$ cat src/rtl/scrt_pkg.sv
// Package of the set-associative row cache tag unit: geometry limits, widths,
// status and register codes, and the small cursor modulo function.
// Used by every module of the block except scrt_ram; depends on nothing.
package scrt_pkg;

  localparam int MAX_SETS  = 1024;
  localparam int MAX_WAYS  = 16;
  localparam int SET_W     = $clog2(MAX_SETS);
  localparam int SCNT_W    = 11;
  localparam int WAY_W     = 4;
  localparam int WAYC_W    = 5;
  localparam int TAG_DEPTH = MAX_SETS * MAX_WAYS;
  localparam int SLOT_W    = $clog2(TAG_DEPTH);
  localparam int TAG_W     = 32;
  localparam int ID_W      = 32;
  localparam int ROW_W     = 31;
  localparam int CNT_W     = 32;
  localparam int STATUS_W  = 3;
  localparam int CFG_IDX_W = 3;
  localparam int CFG_W     = 31;
  localparam int OUT_PAY_W = SLOT_W + 2 * CNT_W;
  localparam int OUT_DATA_W = ((OUT_PAY_W + 7) / 8) * 8;

  localparam int DIV_W      = 32;
  localparam int DIV_STEP   = 4;
  localparam int DIV_CYCLES = DIV_W / DIV_STEP;
  localparam int DIV_CNT_W  = $clog2(DIV_CYCLES);

  localparam logic [STATUS_W-1:0] ST_HIT      = 3'd0;
  localparam logic [STATUS_W-1:0] ST_MISS     = 3'd1;
  localparam logic [STATUS_W-1:0] ST_UNCACHED = 3'd2;
  localparam logic [STATUS_W-1:0] ST_ZERO_ROW = 3'd3;
  localparam logic [STATUS_W-1:0] ST_OOB      = 3'd4;

  localparam logic [CFG_IDX_W-1:0] REG_TOTAL_ROWS = 3'd0;
  localparam logic [CFG_IDX_W-1:0] REG_OWNED_LOW  = 3'd1;
  localparam logic [CFG_IDX_W-1:0] REG_OWNED_HIGH = 3'd2;
  localparam logic [CFG_IDX_W-1:0] REG_SET_COUNT  = 3'd3;
  localparam logic [CFG_IDX_W-1:0] REG_WAY_COUNT  = 3'd4;

  localparam logic [WAYC_W-1:0] WAY_COUNT_RESET = 5'd4;

  // Remainder of a stored cursor by the ways in use, restoring style.
  function automatic logic [WAY_W-1:0] cur_mod(input logic [WAY_W-1:0] c,
                                                input logic [WAYC_W-1:0] d);
    logic [WAYC_W-1:0] r;
    r = '0;
    for (int i = WAY_W - 1; i >= 0; i--) begin
      r = {r[WAY_W-1:0], c[i]};
      if (r >= d) begin
        r = r - d;
      end
    end
    return r[WAY_W-1:0];
  endfunction

endpackage

$ cat src/rtl/scrt_rem.sv
// Iterative remainder unit: row id modulo the set count, four bits per cycle.
// Depends on scrt_pkg for the widths and the step count.
module scrt_rem (
  input  logic                         clk,
  input  logic                         rst_n,
  input  logic                         start,
  input  logic [scrt_pkg::DIV_W-1:0]   dividend,
  input  logic [scrt_pkg::SCNT_W-1:0]  divisor,
  output logic                         done,
  output logic [scrt_pkg::SET_W-1:0]   remainder
);

  logic                              busy_r;
  logic                              done_r;
  logic [scrt_pkg::DIV_CNT_W-1:0]    cnt_r;
  logic [scrt_pkg::DIV_W-1:0]        dvd_r;
  logic [scrt_pkg::SCNT_W-1:0]       rem_r;
  logic [scrt_pkg::SCNT_W-1:0]       rem_nxt;
  logic [scrt_pkg::DIV_W-1:0]        dvd_nxt;

  always_comb begin
    logic [scrt_pkg::SCNT_W-1:0] r;
    logic [scrt_pkg::DIV_W-1:0]  q;
    r = rem_r;
    q = dvd_r;
    for (int i = 0; i < scrt_pkg::DIV_STEP; i++) begin
      r = {r[scrt_pkg::SCNT_W-2:0], q[scrt_pkg::DIV_W-1]};
      q = {q[scrt_pkg::DIV_W-2:0], 1'b0};
      if (r >= divisor) begin
        r = r - divisor;
      end
    end
    rem_nxt = r;
    dvd_nxt = q;
  end

  always_ff @(posedge clk) begin
    if (!rst_n) begin
      busy_r <= 1'b0;
      done_r <= 1'b0;
      cnt_r  <= '0;
    end else begin
      done_r <= !start && busy_r &&
                (cnt_r == scrt_pkg::DIV_CNT_W'(scrt_pkg::DIV_CYCLES - 1));
      if (start) begin
        busy_r <= 1'b1;
        cnt_r  <= '0;
      end else if (busy_r) begin
        cnt_r <= cnt_r + 1'b1;
        if (cnt_r == scrt_pkg::DIV_CNT_W'(scrt_pkg::DIV_CYCLES - 1)) begin
          busy_r <= 1'b0;
        end
      end
    end
  end

  always_ff @(posedge clk) begin
    if (start) begin
      rem_r <= '0;
      dvd_r <= dividend;
    end else if (busy_r) begin
      rem_r <= rem_nxt;
      dvd_r <= dvd_nxt;
    end
  end

  assign done      = done_r;
  assign remainder = rem_r[scrt_pkg::SET_W-1:0];

endmodule

$ cat config.mk
export PLATFORM = sky130hd
export DESIGN_NAME = scrt_rem
export DESIGN_NICKNAME = d
export VERILOG_FILES = /design/src/rtl/scrt_pkg.sv /design/src/rtl/scrt_rem.sv
export SDC_FILE = /design/constraint.sdc
export NUM_CORES = 1
export LEC_CHECK = 0
export BUFFER_PORTS_ARGS = -buffer_cell sky130_fd_sc_hd__buf_2
export CAP_MARGIN = 20
export CORE_ASPECT_RATIO = 1.1
export CORE_MARGIN = 3
export CORE_UTILIZATION = 47
export CTS_BUF_LIST = sky130_fd_sc_hd__clkbuf_8
export CTS_CLUSTER_DIAMETER = 50
export DETAILED_ROUTE_END_ITERATION = 6
export GPL_ROUTABILITY_DRIVEN = 0
export GPL_TIMING_DRIVEN = 0
export PLACE_DENSITY = 0.77
export SETUP_SLACK_MARGIN = 0.02
export SLEW_MARGIN = 10
export SYNTH_ARGS = -nofsm -noshare
export SYNTH_HDL_FRONTEND = slang
export SYNTH_SLANG_ARGS = --single-unit
$ cat constraint.sdc
create_clock -name clk -period 11 [get_ports clk]
set_input_delay 1.1 -clock clk [delete_from_list [all_inputs] [get_ports clk]]
set_output_delay 1.1 -clock clk [all_outputs]
set_load 0.02 [all_outputs]
==> metrics.md <==
| Metric | Value |
|---|---|
| Yosys top cell area share | a little under a quarter |
| GRT Util Overall | between 15 and 20% |
| Die ar. | roughly 10000 um2 |
| Rel. slew slack | between 50% and 60% |
| WS Path Type | primary input to flop |
| Top FF cell, synth | edfxtp_1 |
| Synthesized area | ~4200 um2 |
| Cts bufs inserted | 5 |
| Min-Delay Path Class | flop to flop |
| Top layer in use | met4 |
| Setup TNS | 0 ns |
| Std cell rows | 35 |
| Worst Path Required | between 10 and 15 ns |
| First-pass GRT wire length | 15.7 mm |
| Clock Skews | ~0.0053 ns |
| Startpoint Class | primary input |
| Slew Viols, Final | 0 |
| Layout cells sized above 1 | 26.0% |
| Post-DP HPWL | roughly 7.8 mm |
| Worst Path Max Fanout | 10 |
| Boundary pin count | 57 |
| H-tree Lvls | 2 |
| Setup bufs post-CTS | 0 |
| Wire length on met3 | 643 um |
| Synth unique cells | 58 |
| Flops & latches, synth | 47 |
| Root Buffer | clkbuf_8 |
| Crit-path most repeated cell | ha_1 |
| Worst setup EP type | flop |
| Hold Vio Cnt, Final | 0 |
| CTS tree | built |
| Hold Buf Count CTS | 0 |
| Outcome | finished, final reports clean |
| Chip width | between 90 and 100 um |
| Starting Density | between 40% and 50% |
| Clock buffer depth | 2 |
| Async set-or-reset flop fraction in the synthesized netlist | 0% |
| Post-cts gate resize count | 0 |
| DRT met1 WL | 4.14 mm |
| Pin count of the biggest net entering global routing | 33 |
| Non-Filler Instances | between 500 and 600 |
| Net Count, Synth | 514 |
| GRT overflow | 0 |
| Post-Route WL | 9.78 mm |
| RSZ-0062 raised after global routing | false |
| Placed instance area | between 4000 and 5000 um2 |
| Final net count | around 580 |
| Ant diodes | 0 |
| Top post-synthesis cells by area | edfxtp_1 (23%), ha_1 (14%), mux2_2 (11%), dfxtp_1 (7.1%), xnor2_1 (3.7%) |
| Vias in the first global route | ~3.4k |
| Floorplan core area | around 8500 um2 |
| Antenna Nets Post-Route | 0 |
| Via count | around 3.4k |
| Max Clk Rate | between 100 and 150 MHz |
| Dpl cells | 584 |
| Final setup vio count | 0 |
| Gate Count Post-Synth | 418 |
| EDFF count, synth | 32 |
| Post-synthesis sequential area ratio | approximately 30% |
| DRC violations left | 0 |
| Synth area leader | edfxtp_1 |
| Final period utilization | between 80% and 90% |
| Crit path DAT | a little over 9 ns |
| Min cycle time layout | 8.99 ns |
| First-pass DRT Iterations | 4 |
| Clk_lat worst skew | 0.30 ns |
| Mean post-synth cell area | about 10 um2 |
| Chip Height | 105 um |
| Clock-pin transition on the worst setup and hold timing paths | roughly 0.090 ns |
| CP max stage cell | o31ai_4 |
| Final instance area | roughly 4700 um2 |
| Initial antenna violation count | 0 |
| Synth warn | 0 |
| # clock sinks | 47 |
| Max Cap Viol | 0 |
| Slowest stage delay, CP | approximately 0.53 ns |
| Layout area overhead | 11.8% |
| Buffers on Ports | 55 |
| Drt initial violations | between 200 and 250 |
| Wire length per cell | between 15 and 20 um |
| Worst slew pin tran | 0.720 ns |
| Number of vias per cell | between 5 and 6 |
| WL met2 | around 4.7 mm |
-- flip-flops by register name (all words and copies together) (netlist names) --
signal,flops
cnt_r,3
done,1
dvd_r,32
busy_r,1
rem_r,10
-- cell type report --
class / count / area (um2)
fill: 773 / 3820
multi-input combinational: 333 / 2800
sequential: 47 / 1260
timing repair buffer: 55 / 275
tap: 111 / 139
inverter: 28 / 105
clock buffer: 5 / 68.8
buffer: 10 / 53.8
clock inverter: 3 / 16.3
-- worst max-delay path, delay by kind of cell --
kind | cells | cell delay (ns)
buffers and inverters | 6 | 0.93
adders and majority gates | 4 | 1.24
and+or+nand+nor | 4 | 0.61
muxes | 4 | 1.43
AOI/OAI and AO/OA | 15 | 3.90
-- through the flow --
step                util, %  setup WS [ns]  hold slack, ns
finish                 55.2           2.01           0.520
global route           55.2           1.49           0.538
CTS                    55.2           2.05           0.524
detailed placement     54.2           1.75           0.512
global placement       54.2           1.84           0.480
floorplan                 -           2.96           0.465
-- path summary, 6_finish.rpt --
check / cells after the start / endpoint / slack [ns] / from
max: 33 / rem_r[4] / 2.01 / divisor[2]
min: 2 / rem_r[1] / 0.52 / rem_r[1]
max reg2reg: 31 / rem_r[4] / 2.76 / rem_r[1]
min reg2reg: 2 / rem_r[1] / 0.52 / rem_r[1]
-- synth_stat cells, types with 6 or more instances --
master,number
nor2b_1,7
o21a_1,7
nor3_1,7
a211oi_1,9
nand2_1,12
a21o_1,9
xor2_1,9
mux2i_1,14
nand3_1,9
o21ai_0,14
mux2_2,43
ha_1,46
inv_1,28
nand4_1,6
a21oi_1,26
dfxtp_1,15
nor2_1,30
xnor2_1,18
edfxtp_1,32
-- logic make-up (layout without fill, tap and decap cells) --
logic type | Yosys count | in the layout | share of synthesized area [%]
flip-flops | 47 | 47 | 29.9
adder cells (fa/ha/maj) | 50 | 50 | 15.6
multiplexers | 63 | 63 | 16.9
buffers and inverters | 38 | 101 | 3.77
AND/OR/NAND/NOR | 97 | 97 | 11.9
AO/OA/AOI/OAI | 96 | 96 | 16.4
XOR/XNOR | 27 | 27 | 5.61
-- per-layer routing --
layer,global-route usage [%],vias up
met5,0,-
met4,7.41,0
met3,4.64,19
met2,31.6,106
met1,24.7,1597
li1,-,1683
-- placed cells by master (no fill, tap or decap), types with 2 or more instances in the layout --
master     count
mux2_2        43
nor2b_1        7
buf_6          2
buf_1          2
edfxtp_1      32
clkbuf_1       5
a211oi_1       9
and2_1         4
o31a_1         2
ha_1          46
nor3_2         2
nand4_1        6
xor2_1         9
nor3_1         7
fa_1           4
dfxtp_1       15
nor2_1        30
xnor2_1       18
or3_1          2
mux2i_1       14
o21bai_1       4
nand3_1        9
inv_1         29
o211ai_1       3
nor4_1         2
o21a_1         7
o21ai_0       14
mux2_4         5
a21oi_1       26
nand2_1       12
clkbuf_8       5
o31ai_1        2
or2_2          2
and3_1         5
a211o_1        4
buf_2         56
o2111ai_1      2
nand2b_1       4
a21o_1         9
Power is left out: the tool's default activity adds up to more than one toggle a clock period on the data nets, which glitch-free logic cannot reach.
